<file path="config.mk">
export PLATFORM = sky130hd
export DESIGN_NAME = frlt_dp
export DESIGN_NICKNAME = d
export VERILOG_FILES = /design/src/rtl/frlt_pkg.sv /design/src/rtl/frlt_dp.sv
export VERILOG_INCLUDE_DIRS = /design/src /design/src/rtl
export SDC_FILE = /design/constraint.sdc
export NUM_CORES = 1
export LEC_CHECK = 0
export BUFFER_PORTS_ARGS = -buffer_cell sky130_fd_sc_hd__clkbuf_2
export CAP_MARGIN = 20
export CORE_MARGIN = 1
export CORE_UTILIZATION = 35
export CTS_BUF_LIST = sky130_fd_sc_hd__clkbuf_4
export DETAILED_ROUTE_END_ITERATION = 10
export GPL_TIMING_DRIVEN = 0
export SYNTH_ARGS = -nofsm -noshare
export SYNTH_HDL_FRONTEND = slang
export SYNTH_SLANG_ARGS = --single-unit
</file>
<file path="constraint.sdc">
create_clock -name i_clk -period 3.65 [get_ports i_clk]
set_input_delay 0.5475 -clock i_clk [delete_from_list [all_inputs] [get_ports i_clk]]
set_output_delay 0.5475 -clock i_clk [all_outputs]
set_load 0.02 [all_outputs]
</file>
<file path="src/rtl/fraction_reduce_lowest_terms_assert.svh">
`ifndef FRACTION_REDUCE_LOWEST_TERMS_ASSERT_SVH
`define FRACTION_REDUCE_LOWEST_TERMS_ASSERT_SVH

// check a condition in the same cycle as its trigger
`define FRLT_ASSERT_NOW(label, trig, cond) \
    label: assert property (@(posedge i_clk) disable iff (!i_rst_n) (trig) |-> (cond)) \
        else $error("frlt check failed");

// check a condition in the cycle after its trigger
`define FRLT_ASSERT_NEXT(label, trig, cond) \
    label: assert property (@(posedge i_clk) disable iff (!i_rst_n) (trig) |=> (cond)) \
        else $error("frlt check failed");

`endif

</file>
<file path="src/rtl/frlt_pkg.sv">
package frlt_pkg;

    localparam int WIDTH = 16;
    localparam int CNT_W = (WIDTH > 1) ? $clog2(WIDTH) : 1;

    typedef struct packed {
        logic load;
        logic gcd_step;
        logic div_init;
        logic div_step;
        logic out_load;
    } t_frlt_cmd;

    typedef struct packed {
        logic special;
        logic gcd_done;
        logic div_done;
        logic out_free;
    } t_frlt_sts;

endpackage

</file>
<file path="src/rtl/frlt_dp.sv">
module frlt_dp import frlt_pkg::*; (
    input  logic                    i_clk,
    input  logic                    i_rst_n,
    input  t_frlt_cmd               i_cmd,
    output t_frlt_sts               o_sts,
    input  logic signed [WIDTH-1:0] i_num,
    input  logic signed [WIDTH-1:0] i_den,
    output logic                    o_valid,
    input  logic                    i_ready,
    output logic signed [WIDTH-1:0] o_num,
    output logic signed [WIDTH-1:0] o_den,
    output logic                    o_den_zero_error
);

    `include "fraction_reduce_lowest_terms_assert.svh"

    logic [WIDTH-1:0] r_a;
    logic [WIDTH-1:0] r_b;
    logic [WIDTH-1:0] r_amag;
    logic [WIDTH-1:0] r_bmag;
    logic [WIDTH-1:0] r_g;
    logic [WIDTH-1:0] r_qa;
    logic [WIDTH-1:0] r_qb;
    logic [WIDTH-1:0] r_ra;
    logic [WIDTH-1:0] r_rb;
    logic [CNT_W-1:0] r_cnt;
    logic             r_nneg;
    logic             r_dneg;
    logic             r_nzero;
    logic             r_dzero;
    logic             r_out_valid;
    logic [WIDTH-1:0] r_num_out;
    logic [WIDTH-1:0] r_den_out;
    logic             r_err_out;

    logic [WIDTH-1:0] w_num_mag;
    logic [WIDTH-1:0] w_den_mag;
    logic [WIDTH:0]   w_ta;
    logic [WIDTH:0]   w_tb;
    logic [WIDTH:0]   w_da;
    logic [WIDTH:0]   w_db;
    logic [WIDTH-1:0] w_num_res;
    logic [WIDTH-1:0] w_den_res;

    assign w_num_mag = i_num[WIDTH-1] ? (~i_num) + WIDTH'(1) : i_num;
    assign w_den_mag = i_den[WIDTH-1] ? (~i_den) + WIDTH'(1) : i_den;

    assign w_ta = {r_ra, r_qa[WIDTH-1]};
    assign w_tb = {r_rb, r_qb[WIDTH-1]};
    assign w_da = w_ta - {1'b0, r_g};
    assign w_db = w_tb - {1'b0, r_g};

    always_ff @(posedge i_clk) begin
        if (i_cmd.load) begin
            r_a     <= w_num_mag;
            r_b     <= w_den_mag;
            r_amag  <= w_num_mag;
            r_bmag  <= w_den_mag;
            r_nneg  <= i_num[WIDTH-1];
            r_dneg  <= i_den[WIDTH-1];
            r_nzero <= (i_num == '0);
            r_dzero <= (i_den == '0);
        end else if (i_cmd.gcd_step) begin
            if (r_a > r_b) begin
                r_a <= r_a - r_b;
            end else begin
                r_b <= r_b - r_a;
            end
        end
        if (i_cmd.div_init) begin
            r_g   <= r_a;
            r_qa  <= r_amag;
            r_qb  <= r_bmag;
            r_ra  <= '0;
            r_rb  <= '0;
            r_cnt <= '0;
        end else if (i_cmd.div_step) begin
            r_cnt <= r_cnt + CNT_W'(1);
            if (!w_da[WIDTH]) begin
                r_ra <= w_da[WIDTH-1:0];
                r_qa <= {r_qa[WIDTH-2:0], 1'b1};
            end else begin
                r_ra <= w_ta[WIDTH-1:0];
                r_qa <= {r_qa[WIDTH-2:0], 1'b0};
            end
            if (!w_db[WIDTH]) begin
                r_rb <= w_db[WIDTH-1:0];
                r_qb <= {r_qb[WIDTH-2:0], 1'b1};
            end else begin
                r_rb <= w_tb[WIDTH-1:0];
                r_qb <= {r_qb[WIDTH-2:0], 1'b0};
            end
        end
    end

    assign w_num_res = r_nneg ? (~r_qa) + WIDTH'(1) : r_qa;
    assign w_den_res = r_dneg ? (~r_qb) + WIDTH'(1) : r_qb;

    always_ff @(posedge i_clk) begin
        if (i_cmd.out_load) begin
            if (r_dzero) begin
                r_num_out <= '0;
                r_den_out <= '0;
                r_err_out <= 1'b1;
            end else if (r_nzero) begin
                r_num_out <= '0;
                r_den_out <= WIDTH'(1);
                r_err_out <= 1'b0;
            end else begin
                r_num_out <= w_num_res;
                r_den_out <= w_den_res;
                r_err_out <= 1'b0;
            end
        end
    end

    always_ff @(posedge i_clk) begin
        if (!i_rst_n) begin
            r_out_valid <= 1'b0;
        end else if (i_cmd.out_load) begin
            r_out_valid <= 1'b1;
        end else if (i_ready) begin
            r_out_valid <= 1'b0;
        end
    end

    assign o_sts.special  = r_nzero | r_dzero;
    assign o_sts.gcd_done = (r_a == r_b);
    assign o_sts.div_done = (r_cnt == CNT_W'(WIDTH - 1));
    assign o_sts.out_free = !r_out_valid || i_ready;

    assign o_valid          = r_out_valid;
    assign o_num            = r_num_out;
    assign o_den            = r_den_out;
    assign o_den_zero_error = r_err_out;

    `FRLT_ASSERT_NEXT(a_gcd_nonzero, i_cmd.gcd_step, (r_a != '0) && (r_b != '0))
    `FRLT_ASSERT_NOW(a_div_after_gcd, i_cmd.div_init, (r_a == r_b) && !o_sts.special)
    `FRLT_ASSERT_NOW(a_rem_below_div, i_cmd.div_step, (r_ra < r_g) && (r_rb < r_g))
    `FRLT_ASSERT_NOW(a_out_no_overrun, i_cmd.out_load, !r_out_valid || i_ready)

endmodule

</file>
==> results.txt <==
----------------------------------------------------
[Outcome]
  Outcome ... finished clean

[Synth]
  Synthesized area per cell ... 10.06 sq um
  Share of flip-flops with an asynchronous set or reset ... 0%
  Gate count of the mapped netlist ... 1132
  Area of the mapped netlist ... 11390 sq um
  Mapped Nets ... 1244
  Number of enable-type register cells in the synthesized netlist ... 149
  Total number of yosys warnings ... 0
  Seq cells post-synth ... 186
  Main flop type after synthesis ... sky130_fd_sc_hd__edfxtp_1
  Post-synth cell types ... 73
  Portion of the post-synthesis area used by sequential elements ... 45.79%

[Global route]
  Global-route wire length before repair ... 45440 um
  Largest net degree at the start of global routing ... 42
  Antenna violations before repair ... 1
  Total global routing track utilization ... 17.55%
  Total grt overflow ... 0
  Vias in the first global route ... 8335

[Setup path]
  Library cell contributing the largest single delay on the critical path ... sky130_fd_sc_hd__edfxtp_1
  Family with the most delay on the worst path ... simple AND/OR/NAND/NOR gates
  Crit path buffers/inverters ... 3
  Number of cells traversed by the worst register-to-register path ... 11
  Worst Setup End Kind ... primary output
  Launch instance of the worst register-to-register path ... r_a[2]$_DFFE_PP_
  Type of the worst setup path ... flop to primary output
  Kind of start point of the critical path ... flop
  Highest fanout seen on the critical path ... 9
  Slowest stage delay, CP ... 0.50 ns
  CP cell instances ... inv_1 -> ha_1 -> clkbuf_1 -> nand2_1 -> nor3_2 -> nand3_1 -> nor2_1 -> clkbuf_2
  Flop-to-flop setup slack ... 0.21 ns
  Crit Reg-Reg Endpoint ... r_a[0]$_DFFE_PP_
  Data arrival time of the critical path ... 2.89 ns
  Endpoint required time on the critical path ... 3.10 ns

[Pwr]
  Power per standard cell area ... 675.9 nW/um^2
  Static leakage ... 5.130 nW
  Worst ir drop on vdd ... 0.0003498 V

[Drt]
  Final ANT Viol Nets ... 0
  Router iterations before antenna repair ... 5
  Vias/cell ... 5.293
  Total number of vias ... 8866
  DRC marker count from the first detailed-route iteration ... 641
  DRC violation count after routing ... 0
  Routed length per placed instance ... 17.27 um
  Total wire length ... 28920 um

[Hold path]
  Depth of the worst hold-timing path ... 2
  Startpoint of the lowest-slack hold path ... i_rst_n
  Worst hold endpoint ... o_valid$_SDFFE_PN0P_
  Worst min path class ... primary input to flop

[Timing]
  Count of final hold-check violations ... 0
  Setup TNS ... 0 ns
  Smallest setup slack after layout ... 0.2089 ns
  Max-slew headroom ... 31.41%
  Total of endpoints with negative setup slack in the final report ... 0
  Number of max-slew violations in the final report ... 0
  Clock period minus worst slack ... 3.441 ns
  Worst hold margin ... 0.1642 ns
  RSZ-0062 raised after global routing ... false
  Fmax ... 290.6 MHz
  Transition time at the pin with the least slew margin ... 1.029 ns
  Post-Route Skew ... 0.03547 ns
  Post-route fraction of the period consumed by the critical path ... 94.28%

[Place]
  Count of input and output buffers ... 76
  Half-perimeter wire length after placement ... 22470 um
  Number of placed instances, taps included ... 1645
  GP Congestion ... 0.9154
  Pre-CTS setup slack ... 0.1466 ns

[Clock network]
  Worst-case clock buffer depth ... 2
  Clock tree root buffer cell ... sky130_fd_sc_hd__clkbuf_4
  CTS tree ... done
  Clk sink count ... 186
  H-Tree Depth ... 4
  Post-CTS setup buffer count ... 0
  Clock-pin slew reported for the worst setup and hold paths after clock tree synthesis ... 0.21 ns
  Clock buffer count from CTS ... 17
  Clk_lat worst skew ... 0.62 ns

[Floorplan]
  IO Count ... 78
  Core box area ... 31800 sq um
  Die ar. ... 33260 sq um
  Initial core utilization ... 35.81%
  Row count ... 65
  Die outline width ... 182.4 um
  Y dimension of the die ... 182.4 um

[Run]
  Max-capacitance violation count ... 0

[Final layout]
  Top library cells by usage in the layout, fill and taps aside ... 149 x sky130_fd_sc_hd__edfxtp_1, 105 x sky130_fd_sc_hd__nor2_1, 93 x sky130_fd_sc_hd__nand2_1, 79 x sky130_fd_sc_hd__inv_1, 77 x sky130_fd_sc_hd__clkbuf_2
  Nets ... 1338
  Count of non-filler cells in the finished layout ... 1675
  Area overhead of the layout relative to synthesis ... 11.35%
  Fraction of final layout cells sized beyond drive strength 1 ... 13.40%
  Leading cell type in the layout, fill and taps excluded ... sky130_fd_sc_hd__edfxtp_1

----------------------------------------------------
-- power by group --
group          total (mW)  internal [mW]  switching [mW]
Sequential           3.16           2.86           0.302
Combinational        4.12           1.64            2.47
Clock                1.29          0.447           0.844
Total                8.57           4.95            3.62
-- flip-flops by register name, summed over array words and instances, names as in the netlist, 16 cells and up --
name and flops:
o_den 16, o_num 16, r_a 16, r_amag 16
r_b 16, r_bmag 16, r_g 16, r_qa 16
r_qb 16, r_ra 16, r_rb 16
-- logic make-up after synthesis --
family | share of synthesized area [%]
adder cells (fa/ha/maj) | 8.174
buffers and inverters | 4.471
XOR/XNOR | 7.921
flip-flops | 45.79
AO/OA/AOI/OAI | 16.86
multiplexers | 3.395
AND/OR/NAND/NOR | 13.38
-- how the worst max path moves through the flow --
stage	startpoint	depth (start not counted)	slack [ns]	endpoint
after floorplan	r_a[3]$_DFFE_PP_	11	0.02	r_b[0]$_DFFE_PP_
after global placement	r_a[2]$_DFFE_PP_	11	-1.09	r_b[7]$_DFFE_PP_
after detailed placement	r_a[2]$_DFFE_PP_	11	0.15	r_a[11]$_DFFE_PP_
after CTS	r_a[7]$_DFFE_PP_	8	0.04	o_sts[2]
after global routing	r_a[2]$_DFFE_PP_	11	0.02	r_a[3]$_DFFE_PP_
final	r_a[6]$_DFFE_PP_	8	0.21	o_sts[2]
-- metrics by stage --
| stage | power (mW) | util [%] | area, sq um |
|---|---|---|---|
| floorplan | 6.190 | - | 11390 |
| global placement | 7.176 | 38.72 | 12310 |
| detailed placement | 7.242 | 38.87 | 12360 |
| CTS | 8.543 | 39.89 | 12680 |
| global route | 9.155 | 39.88 | 12680 |
| finish | 8.571 | 39.88 | 12680 |
-- cell type report --
| class | count | area [sq um] |
|---|---|---|
| Timing Repair Buffer | 78 | 422.9 |
| Clock inverter | 15 | 196.4 |
| Clock buffer | 17 | 127.6 |
| Buffer | 46 | 197.7 |
| Inverter | 80 | 300.3 |
| Tap cell | 435 | 544.3 |
| Sequential cell | 186 | 5215 |
| Antenna cell | 1 | 2.502 |
| Multi-Input combinational cell | 817 | 5674 |
| Fill cell | 3111 | 19120 |
-- worst register-to-register path, cell delays in order (launching register included) --
cell	delay, ns
sky130_fd_sc_hd__edfxtp_1	0.49
sky130_fd_sc_hd__inv_1	0.07
sky130_fd_sc_hd__ha_1	0.27
sky130_fd_sc_hd__clkbuf_2	0.19
sky130_fd_sc_hd__and3_1	0.17
sky130_fd_sc_hd__buf_2	0.15
sky130_fd_sc_hd__a221oi_1	0.09
sky130_fd_sc_hd__o21bai_1	0.26
sky130_fd_sc_hd__a31oi_1	0.17
sky130_fd_sc_hd__o31ai_1	0.63
sky130_fd_sc_hd__o2bb2ai_1	0.23
sky130_fd_sc_hd__a21o_2	0.40
-- what timing repair did --
item | CTS | global route
setup endpoints to repair | 0 | 17
gates resized for setup | 0 | 2
hold buffers | 0 | 0
-- synth_stat cells (3+ instances only) --
library cell / count / area (sq um)
sky130_fd_sc_hd__nand3_1: 21 / 105.1
sky130_fd_sc_hd__o221a_2: 3 / 33.78
sky130_fd_sc_hd__or3_1: 4 / 25.02
sky130_fd_sc_hd__a311oi_1: 9 / 78.83
sky130_fd_sc_hd__and2_1: 3 / 18.77
sky130_fd_sc_hd__a211o_1: 4 / 35.03
sky130_fd_sc_hd__a21o_1: 31 / 232.7
sky130_fd_sc_hd__nand4_1: 7 / 43.79
sky130_fd_sc_hd__a21boi_0: 3 / 22.52
sky130_fd_sc_hd__and3_1: 11 / 68.82
sky130_fd_sc_hd__a32oi_1: 3 / 26.28
sky130_fd_sc_hd__inv_1: 79 / 296.5
sky130_fd_sc_hd__and4_1: 3 / 26.28
sky130_fd_sc_hd__nor2_1: 105 / 394.1
sky130_fd_sc_hd__o21bai_1: 3 / 22.52
sky130_fd_sc_hd__mux2_2: 29 / 326.6
sky130_fd_sc_hd__buf_4: 3 / 22.52
sky130_fd_sc_hd__edfxtp_1: 149 / 4474
sky130_fd_sc_hd__o21ai_0: 66 / 330.3
sky130_fd_sc_hd__a31oi_1: 4 / 25.02
sky130_fd_sc_hd__ha_1: 68 / 850.8
sky130_fd_sc_hd__o41ai_1: 9 / 78.83
sky130_fd_sc_hd__o31ai_1: 25 / 187.7
sky130_fd_sc_hd__nand2b_1: 19 / 118.9
sky130_fd_sc_hd__fa_1: 4 / 80.08
sky130_fd_sc_hd__xnor2_1: 60 / 525.5
sky130_fd_sc_hd__a41oi_1: 3 / 26.28
sky130_fd_sc_hd__nand2_1: 93 / 349.1
sky130_fd_sc_hd__nor3_1: 13 / 65.06
sky130_fd_sc_hd__buf_2: 4 / 20.02
sky130_fd_sc_hd__nor3b_1: 5 / 37.54
sky130_fd_sc_hd__a21oi_1: 68 / 340.3
sky130_fd_sc_hd__o2111a_1: 3 / 33.78
sky130_fd_sc_hd__xor2_1: 43 / 376.6
sky130_fd_sc_hd__mux2i_1: 6 / 60.06
sky130_fd_sc_hd__nor2b_1: 15 / 93.84
sky130_fd_sc_hd__clkbuf_1: 39 / 146.4
sky130_fd_sc_hd__dfxtp_1: 37 / 740.7
sky130_fd_sc_hd__o311ai_0: 4 / 35.03
sky130_fd_sc_hd__o311ai_1: 4 / 35.03
sky130_fd_sc_hd__a211oi_1: 9 / 67.56
sky130_fd_sc_hd__or4_1: 7 / 52.55
sky130_fd_sc_hd__o211ai_1: 7 / 52.55
sky130_fd_sc_hd__o21a_1: 4 / 30.03
sky130_fd_sc_hd__nor4_1: 7 / 43.79
-- routing by layer --
layer | vias to the layer above | GRT usage [%] | routed length [um]
li1 | 4307 | - | -
met1 | 4250 | 24.43 | 13490
met2 | 278 | 28.51 | 13340
met3 | 31 | 2.455 | 1629
met4 | 0 | 4.706 | 465
met5 | - | 0 | 0
(Power assumes the default switching activity.)
