## config.mk

```make
export PLATFORM = sky130hd
export DESIGN_NAME = frlt_ctrl
export DESIGN_NICKNAME = d
export VERILOG_FILES = /design/src/rtl/fraction_reduce_lowest_terms_assert.svh /design/src/rtl/frlt_pkg.sv /design/src/rtl/frlt_ctrl.sv
export SDC_FILE = /design/constraint.sdc
export NUM_CORES = 1
export LEC_CHECK = 0
export BUFFER_PORTS_ARGS = -buffer_cell sky130_fd_sc_hd__buf_4
export CORE_AREA = 2 2 39 41
export CTS_CLUSTER_SIZE = 24
export DETAILED_ROUTE_END_ITERATION = 7
export DIE_AREA = 0 0 41 43
export GPL_ROUTABILITY_DRIVEN = 0
export PLACE_DENSITY = 0.45
export SETUP_SLACK_MARGIN = 0.4
export SLEW_MARGIN = 20
export SYNTH_ARGS = -nofsm -noshare
export SYNTH_HDL_FRONTEND = slang
export SYNTH_SLANG_ARGS = --single-unit
```

## constraint.sdc

```tcl
create_clock -name i_clk -period 2.5 [get_ports i_clk]
set_input_delay 0.25 -clock i_clk [delete_from_list [all_inputs] [get_ports i_clk]]
set_output_delay 0.25 -clock i_clk [all_outputs]
set_load 0.005 [all_outputs]
```

## src/rtl/fraction_reduce_lowest_terms_assert.svh

```systemverilog
`ifndef FRACTION_REDUCE_LOWEST_TERMS_ASSERT_SVH
`define FRACTION_REDUCE_LOWEST_TERMS_ASSERT_SVH

// check a condition in the same cycle as its trigger
`define FRLT_ASSERT_NOW(label, trig, cond) \
    label: assert property (@(posedge i_clk) disable iff (!i_rst_n) (trig) |-> (cond)) \
        else $error("frlt check failed");

// check a condition in the cycle after its trigger
`define FRLT_ASSERT_NEXT(label, trig, cond) \
    label: assert property (@(posedge i_clk) disable iff (!i_rst_n) (trig) |=> (cond)) \
        else $error("frlt check failed");

`endif

```

## src/rtl/frlt_pkg.sv

```systemverilog
package frlt_pkg;

    localparam int WIDTH = 16;
    localparam int CNT_W = (WIDTH > 1) ? $clog2(WIDTH) : 1;

    typedef struct packed {
        logic load;
        logic gcd_step;
        logic div_init;
        logic div_step;
        logic out_load;
    } t_frlt_cmd;

    typedef struct packed {
        logic special;
        logic gcd_done;
        logic div_done;
        logic out_free;
    } t_frlt_sts;

endpackage

```

## src/rtl/frlt_ctrl.sv

```systemverilog
module frlt_ctrl import frlt_pkg::*; (
    input  logic      i_clk,
    input  logic      i_rst_n,
    input  logic      i_in_valid,
    output logic      o_in_ready,
    input  t_frlt_sts i_sts,
    output t_frlt_cmd o_cmd
);

    typedef enum logic [3:0] {
        S_IDLE = 4'b0001,
        S_GCD  = 4'b0010,
        S_DIV  = 4'b0100,
        S_DONE = 4'b1000
    } t_state;

    t_state r_state;
    t_state n_state;

    always_ff @(posedge i_clk) begin
        if (!i_rst_n) begin
            r_state <= S_IDLE;
        end else begin
            r_state <= n_state;
        end
    end

    always_comb begin
        n_state = r_state;
        o_cmd   = '0;
        case (r_state)
            S_IDLE: begin
                if (i_in_valid) begin
                    o_cmd.load = 1'b1;
                    n_state    = S_GCD;
                end
            end
            S_GCD: begin
                if (i_sts.special) begin
                    n_state = S_DONE;
                end else if (i_sts.gcd_done) begin
                    o_cmd.div_init = 1'b1;
                    n_state        = S_DIV;
                end else begin
                    o_cmd.gcd_step = 1'b1;
                end
            end
            S_DIV: begin
                o_cmd.div_step = 1'b1;
                if (i_sts.div_done) begin
                    n_state = S_DONE;
                end
            end
            S_DONE: begin
                if (i_sts.out_free) begin
                    o_cmd.out_load = 1'b1;
                    n_state        = S_IDLE;
                end
            end
            default: begin
                n_state = S_IDLE;
            end
        endcase
    end

    assign o_in_ready = i_rst_n && (r_state == S_IDLE);

endmodule

```

==> results of run 1 <==
[worst max-delay path, delay by kind of cell (launching register included)]
kind	cells	cell delay (ps)
DFF	1	520
and+or+nand+nor	2	560
buffers and inverters	1	120
[power by group]
group,switching [W],total (W),internal (W)
Combinational,0.0000318,0.0000730,0.0000412
Clock,0.0000227,0.0000761,0.0000534
Sequential,0.0000204,0.0000921,0.0000717
Total,0.0000748,0.000241,0.000166
[synth_stat cells]
| library cell | n | area share [%] |
|---|---|---|
| o221ai_1 | 1 | 2.7 |
| and2_1 | 1 | 1.9 |
| nand3_1 | 2 | 3.1 |
| buf_6 | 2 | 6.9 |
| nor2_1 | 8 | 9.2 |
| nand2b_1 | 1 | 1.9 |
| nor4b_4 | 1 | 7.3 |
| o21ai_2 | 1 | 2.7 |
| mux2i_1 | 2 | 6.1 |
| dfxtp_1 | 4 | 25 |
| o21ai_0 | 2 | 3.1 |
| a311oi_1 | 1 | 2.7 |
| inv_1 | 3 | 3.4 |
| xor2_1 | 1 | 2.7 |
| o21a_1 | 1 | 2.3 |
| nor4b_1 | 1 | 2.7 |
| nor3b_1 | 2 | 4.6 |
| a21oi_1 | 1 | 1.5 |
| nor4_1 | 1 | 1.9 |
| buf_2 | 2 | 3.1 |
| o211ai_1 | 1 | 2.3 |
| nand2_1 | 3 | 3.4 |
[per-layer routing]
| metal | GRT usage [%] | wire length [um] |
|---|---|---|
| met3 | 4.712 | 45 |
| met5 | 0 | 0 |
| met4 | 2.000 | 0 |
| met1 | 11.22 | 333 |
| met2 | 13.75 | 329 |
[worst paths after layout]
path / startpoint / slack [ps] / endpoint
max: r_state[0] / 810 / o_cmd[4]
min: i_rst_n / 250 / r_state[0]
max reg2reg: r_state[0] / 1110 / r_state[0]
min reg2reg: r_state[3] / 610 / r_state[3]
[stage by stage]
stage / worst slack, ps / area (um2) / utilization (%)
4_1_cts: 799.2 / 426.7 / 30.83
2_1_floorplan: 1301 / 326.6 / -
6_report: 811.8 / 426.7 / 30.83
5_1_grt: 670.7 / 426.7 / 30.83
3_5_place_dp: 1060 / 404.1 / 29.20
3_3_place_gp: 997.1 / 404.1 / 29.20
[cell families after synthesis]
family,count (synthesis),synth area share (%)
DFF,4,24.52
muxes,2,6.131
AOI/OAI and AO/OA,8,17.24
buffers and inverters,7,13.41
xor gates and xnor gates,1,2.682
and+or+nand+nor,20,36.02
[final cells by class]
class,count,share of cell area [%]
Clock buffer,3,5.279
Inverter,3,2.639
Multi-Input combinational cell,31,47.51
Sequential cell,4,18.77
Tap cell,16,4.692
Timing Repair Buffer,12,21.11
==> impl_metrics.yaml, run 1 <==
status:
  status: "completed"
clock_tree:
  clockBufferDepth: 2
  cts_tree: "yes"
  worstSkewPairLatency_ps: 230
  htree_levels: 1
  ctsHoldBuffers: 0
  post_cts_resize_count: 0
  post-cts-setup-buffers: 0
  cts.sinks: 4
  numCtsBuffers: 3
  cts-root-buf: "clkbuf_4"
  clk_pin_slew_worst_paths_ps: 40
timing:
  timing.hold.ws_ps: 247.3
  finalCritPeriodShare_pct: 67.53
  fmax_mhz: 592.3
  worst_pin_slew_ps: 358.9
  rsz0062_at_grt: "no"
  maxSlewViolCount: 0
  final.setup_skew_ps: 3.903
  setup_viol: 0
  max_slew_margin_pct: 76.04
  finalHoldViolations: 0
  fin_setup_tns_ps: 0
  min_period_ps: 1688
critical_path:
  cp_max_fo: 9
  startpoint_type: "register"
  end_kind: "output port"
  criticalPathCategory: "reg2out"
  arrival_ps: 1440
  reg2reg_depth: 4
  crit_slowest_cell: "dfxtp_1"
  path_cells: "nor4b_1 > and2_1 > buf_4"
  worstPathRequired_ps: 2250
  critPathMaxStageDelay_ps: 520
die:
  die_x_um: 41
  coreArea_mm2: 0.001384
  io-pin-count: 13
  dieArea_mm2: 0.001763
  rows: 14
  die_height_um: 43
  initial_utilization_pct: 23.60
cells_and_area:
  drive_above_1_share_pct: 32.08
  top_regs: "r_state: 4 flops"
  largest_register_ffs: 4
  num_antenna_cells: 0
  multiInputGateArea_um2: 202.7
  largest-register: "r_state"
  nFillCells: 157
  syn_to_final_growth_pct: 30.65
  regArea_um2: 80.08
  design.final.nets: 62
  layout_commonest_cell: "buf_4"
  final_cell_mix: "12 x buf_4, 8 x nor2_1, 4 x dfxtp_1"
  fin_cells: 69
synthesis:
  ys_seq_area_share_pct: 24.52
  yosysWarnings: 0
  synth_nets: 49
  ys_ff_latch: 4
  netlist_area_um2: 326.6
  synthDistinctLibCells: 22
  synth.avg_cell_area_um2: 7.775
  syn-instance-count: 42
global_routing:
  grt_pass1_vias: 260
  grt_max_degree: 10
  grtUsageTotal_pct: 9.127
  antenna_found_initial: 0
  grt_overflow: 0
  grt_pass1_wl_mm: 1.090
detailed_routing:
  wl_per_cell_um: 10.26
  vias: 321
  post-route-drc-count: 0
  drtIter0Drc: 0
  via_per_inst: 4.652
  wl_um: 708
  drt-pass1-iter-count: 1
  ant_nets: 0
pwr:
  power_w: 0.0002411
  p_leak_nw: 0.1744
  vdd.ir_drop.worst_uv: 235.6
  pwr_density_cell_mw_per_mm2: 565.2
placed_design:
  numPlacedInstances: 66
  port_buffers: 12
  dp_hpwl_um: 565.5
hold_path:
  min_path_type: "in2reg"
  hold_path_depth: 2
run:
  drv_cap: 0
Note: power is estimated with default switching activity, not from simulation.
==> inputs of run 2 (changes only) <==
--- a/config.mk
+++ b/config.mk
@@ -11,7 +11,7 @@
 export DETAILED_ROUTE_END_ITERATION = 7
 export DIE_AREA = 0 0 41 43
 export GPL_ROUTABILITY_DRIVEN = 0
-export PLACE_DENSITY = 0.45
+export PLACE_DENSITY = 0.47
 export SETUP_SLACK_MARGIN = 0.4
 export SLEW_MARGIN = 20
 export SYNTH_ARGS = -nofsm -noshare
==> constraint.sdc (replaced) <==
create_clock -name i_clk -period 1.4 [get_ports i_clk]
set_input_delay 0.14 -clock i_clk [delete_from_list [all_inputs] [get_ports i_clk]]
set_output_delay 0.14 -clock i_clk [all_outputs]
set_load 0.005 [all_outputs]
==> run 2 against run 1 <==
The run now ends with negative setup slack left; combinational power rose to 3.1 times the previous value; clock power rose by 98%; sequential power rose by 82%; critical path depth rose by 2; first-iteration DRC count rose by 2; global-route usage rose by 3.4 points; die area did not move; sequential share of layout area fell by 2.0 points; final area rose by 33%; non-clock buffer count rose by 8; total power rose by 120%; setup slack got worse by 820 ps.
==> impl_metrics.yaml, run 2 (synthesized netlist as in run 1, its figures left out) <==
status:
  status: "complete, but fails checks"
  violations: "negative setup slack"
timing:
  finalHoldViolations: 0
  rsz0062_at_grt: "yes"
  max_slew_margin_pct: 84.12
  worst_pin_slew_ps: 237.2
  final.setup_skew_ps: 2.471
  fin_setup_tns_ps: -12.19
  setup_viol: 1
  maxSlewViolCount: 0
  min_period_ps: 1412
  worst_slack_ps: -12.19
  finalCritPeriodShare_pct: 100.9
  fmax_mhz: 708.1
critical_path:
  arrival_ps: 1270
  worstPathRequired_ps: 1260
  startpoint_type: "register"
  end_kind: "output port"
  cp_max_fo: 4
  criticalPathCategory: "reg2out"
pwr:
  pwr_density_cell_mw_per_mm2: 956.7
  vdd.ir_drop.worst_uv: 434.1
  p_leak_nw: 0.2394
cells_and_area:
  largest_register_ffs: 4
  largest-register: "r_state"
  num_antenna_cells: 0
  regArea_um2: 95.09
  nFillCells: 152
  fin_cells: 77
  top_regs: "r_state: 4 flops"
  final_cell_mix: "15 x buf_4, 7 x nor2_1, 5 x buf_6"
  syn_to_final_growth_pct: 73.56
  layout_commonest_cell: "buf_4"
  multiInputGateArea_um2: 249.0
  design.final.nets: 70
  drive_above_1_share_pct: 59.02
clock_tree:
  ctsHoldBuffers: 0
  cts-root-buf: "clkbuf_4"
  cts_tree: "yes"
  clockBufferDepth: 2
  worstSkewPairLatency_ps: 240
  numCtsBuffers: 3
  htree_levels: 1
  cts.sinks: 4
  clk_pin_slew_worst_paths_ps: 40
global_routing:
  grt_overflow: 0
  grt_pass1_vias: 362
  antenna_found_initial: 0
  grt_max_degree: 10
  grtUsageTotal_pct: 12.51
  grt_pass1_wl_mm: 1.504
die:
  die_height_um: 43
  coreArea_mm2: 0.001384
  io-pin-count: 13
  rows: 14
  initial_utilization_pct: 23.60
  dieArea_mm2: 0.001763
  die_x_um: 41
detailed_routing:
  wl_per_cell_um: 12.42
  drtIter0Drc: 2
  ant_nets: 0
  wl_um: 956
  post-route-drc-count: 0
  vias: 366
  via_per_inst: 4.753
  drt-pass1-iter-count: 5
hold_path:
  min_path_type: "in2reg"
placed_design:
  port_buffers: 12
  dp_hpwl_um: 606.1
  numPlacedInstances: 69
run:
  drv_cap: 0
[run 2: changes by cell type in the layout (fill, tap and decap cells not counted), moves of 3 or more]
cell / delta
buf_4: +3
buf_6: +5
dfxtp_1: -4
dfxtp_4: +4
[run 2: worst max-delay path: stages, from the launching register on]
cell	delay (ps)
dfxtp_4	360
buf_6	120
nor4b_4	240
inv_2	70
nor2_1	130
buf_4	120
[run 2: report_power, final]
part           internal (W)  switching (W)  leakage [nW]
registers          0.000131      0.0000371        0.0352
logic              0.000136      0.0000875         0.190
clock network     0.0000964      0.0000550        0.0138
[run 2: metal layers]
metal  track usage (%)  part of all wire, %
met3             3.665                  5.6
met2             20.00                   51
met4             4.000                    0
met1             15.29                   44
met5                 0                    0
[run 2: layout make-up]
type                    instances  area share (%)
multi-input cells              31           43.93
inverters                       3           1.987
repair buffers                 20           29.80
well taps                      16           3.532
clock buffers                   3           3.974
flip-flops and latches          4           16.78
[run 2: final timing paths]
kind | from | endpoint | slack [ps] | cells after the start
max | r_state[1] | o_in_ready | -10 | 5
min | i_rst_n | r_state[0] | 130 | 2
max reg2reg | r_state[1] | r_state[3] | 20 | 6
min reg2reg | r_state[3] | r_state[3] | 550 | 2
[run 2: timing repair]
| action | CTS | global route |
|---|---|---|
| setup buffers | 5 | 0 |
| setup endpoints to repair | 10 | 10 |
| resized for setup | 13 | 8 |
| pin swaps | 4 | 2 |
[run 2: stage by stage]
step	instance area [um2]	utilization [%]	power (W)	setup slack [ps]	hold slack [ps]
after floorplan	335.3	-	0.0002675	221.8	218.6
after global placement	432.9	31.28	0.0003181	28.87	371.7
after detailed placement	432.9	31.28	0.0003165	54.28	369.9
after CTS	535.5	38.70	0.0005168	0.1275	133.3
after global routing	566.8	40.96	0.0005715	-75.15	151.0
final	566.8	40.96	0.0005423	-12.19	129.3
==> inputs of run 3 (changes only) <==
--- a/config.mk
+++ b/config.mk
@@ -5,13 +5,14 @@
 export SDC_FILE = /design/constraint.sdc
 export NUM_CORES = 1
 export LEC_CHECK = 0
+export ABC_AREA = 1
 export BUFFER_PORTS_ARGS = -buffer_cell sky130_fd_sc_hd__buf_4
 export CORE_AREA = 2 2 39 41
 export CTS_CLUSTER_SIZE = 24
 export DETAILED_ROUTE_END_ITERATION = 7
 export DIE_AREA = 0 0 41 43
 export GPL_ROUTABILITY_DRIVEN = 0
-export PLACE_DENSITY = 0.47
+export PLACE_DENSITY = 0.42
 export SETUP_SLACK_MARGIN = 0.4
 export SLEW_MARGIN = 20
 export SYNTH_ARGS = -nofsm -noshare
==> run 3 against run 2 <==
The run now ends clean; area after synthesis is 16% lower; combinational power decreased by 30%; final cell count rose by 9.1%; register-to-register slack better by 240 ps; sequential share of layout area up 1.5 points; setup slack gained 180 ps; critical path type unchanged; critical endpoint is now o_cmd[2].
==> impl_metrics.yaml, run 3 <==
synthesis:
  synth_most_common_cell: "inv_1"
  synthTopCellsByArea: "dfxtp_1 29%, inv_1 16%, nand2_1 15%"
  yosys.area.top_type_share_pct: 29.09
  synth_edf_count: 0
  syn-instance-count: 50
  ys.flop_type: "dfxtp_1"
  synth.avg_cell_area_um2: 5.505
  ys_seq_area_share_pct: 29.09
  yosys-top-cells-count: "12 x inv_1, 11 x nand2_1, 11 x nor2_1"
  synthDistinctLibCells: 9
  netlist_area_um2: 275.3
  yosysWarnings: 0
  ys_ff_latch: 4
  yosysTopAreaCell: "dfxtp_1"
  async_flop_share_pct: 0
  synth_nets: 57
global_routing:
  grt_max_degree: 6
  grt_pass1_wl_mm: 1.200
  antenna_found_initial: 0
  grtUsageTotal_pct: 11.11
  grt_pass1_vias: 330
  grt_overflow: 0
critical_path:
  criticalPathCategory: "reg2out"
  startpoint_type: "register"
  arrival_ps: 1100
  cp_max_fo: 5
  worstPathRequired_ps: 1260
  end_kind: "output port"
clock_tree:
  worstSkewPairLatency_ps: 240
  cts.sinks: 4
  numCtsBuffers: 3
  htree_levels: 1
  clk_pin_slew_worst_paths_ps: 30
  ctsHoldBuffers: 0
  cts_tree: "yes"
  clockBufferDepth: 2
  cts-root-buf: "clkbuf_4"
timing:
  finalHoldViolations: 0
  rsz0062_at_grt: "yes"
  maxSlewViolCount: 0
  worst_slack_ps: 165.0
  finalCritPeriodShare_pct: 88.22
  min_period_ps: 1235
  worst_pin_slew_ps: 150.8
  max_slew_margin_pct: 89.92
  setup_viol: 0
  fmax_mhz: 809.7
  final.setup_skew_ps: 0.5248
  fin_setup_tns_ps: 0
cells_and_area:
  post-route-util_pct: 34.54
  largest_register_ffs: 4
  syn_to_final_growth_pct: 73.64
  top_regs: "r_state: 4 flops"
  design.final.nets: 77
  num_antenna_cells: 0
  layout_commonest_cell: "buf_4"
  largest-register: "r_state"
  final_cell_mix: "14 x buf_4, 10 x inv_1, 9 x nand2_1"
  drive_above_1_share_pct: 51.47
detailed_routing:
  vias: 358
  drt-pass1-iter-count: 4
  via_per_inst: 4.262
  post-route-drc-count: 0
  drtIter0Drc: 4
  ant_nets: 0
  wl_per_cell_um: 9.321
  wl_um: 783
die:
  rows: 14
  dieArea_mm2: 0.001763
  io-pin-count: 13
  coreArea_mm2: 0.001384
  initial_utilization_pct: 19.89
  die_height_um: 43
  die_x_um: 41
placed_design:
  port_buffers: 12
  dp_slack_ps: 339.8
  dp_hpwl_um: 551.5
hold_path:
  min_path_type: "in2reg"
pwr:
  vdd.ir_drop.worst_uv: 465.7
  p_leak_nw: 0.2718
  power_w: 0.0004561
  pwr_density_cell_mw_per_mm2: 954.3
status:
  status: "completed"
run:
  drv_cap: 0
-- run 3: power by group --
| group | total (W) | switching, W | leakage (nW) | internal, W |
|---|---|---|---|---|
| sequential | 0.000157 | 0.0000229 | 0.0343 | 0.000134 |
| combinational | 0.000157 | 0.0000832 | 0.224 | 0.0000742 |
| clock | 0.000142 | 0.0000460 | 0.0138 | 0.0000958 |
| total | 0.000456 | 0.000152 | 0.272 | 0.000304 |
-- run 3: final cells by class --
class,count,area [um2]
Clock buffer,3,22.52
Fill cell,163,905.9
Inverter,12,45.04
Multi-Input combinational cell,34,186.4
Sequential cell,4,87.58
Tap cell,16,20.02
Timing Repair Buffer,15,116.4
-- run 3: timing repair --
action / in CTS / in global routing
endpoints found under the setup margin: 9 / 10
gates resized for setup: 14 / 5
hold endpoints to repair: 0 / 0
buffers inserted: 3 / 0
pin swaps: 6 / 6
-- run 3: worst paths after layout --
path	slack [ps]	cells past startpoint	from	to
setup / recovery	160	6	r_state[2]	o_cmd[2]
hold / removal	120	2	i_rst_n	r_state[0]
setup reg to reg	260	7	r_state[1]	r_state[0]
hold reg to reg	530	2	r_state[3]	r_state[3]
-- run 3: cells by family after synthesis --
family	Yosys count	share of synthesized area [%]
compound gates	2	4.545
flops	4	29.09
buf+inv	12	16.36
simple gates	32	50.00
-- run 3: per-stage QoR --
stage / std cells / cell area (um2) / hold slack, ps
after global routing: 84 / 478.0 / 132.3
after detailed placement: 78 / 385.4 / 383.2
after CTS: 84 / 464.2 / 128.5
final: 84 / 478.0 / 120.3
after floorplan: 50 / 275.3 / 224.1
after global placement: 78 / 385.4 / 372.7
-- run 3: critical path, cell delays in order (launching register included) --
cell and delay (ps):
dfxtp_2 330, nor2_4 160, nand2_2 80, nor2_2 80, nand2_1 60, inv_1 50, buf_4 100
-- run 3: metal layers --
| metal | vias up | GRT usage, % | wire length, um |
|---|---|---|---|
| li1 | 186 | - | - |
| met1 | 154 | 9.554 | 300 |
| met2 | 14 | 16.88 | 391 |
| met3 | 4 | 3.141 | 55 |
| met4 | 0 | 14.00 | 36 |
| met5 | - | 0 | 0 |
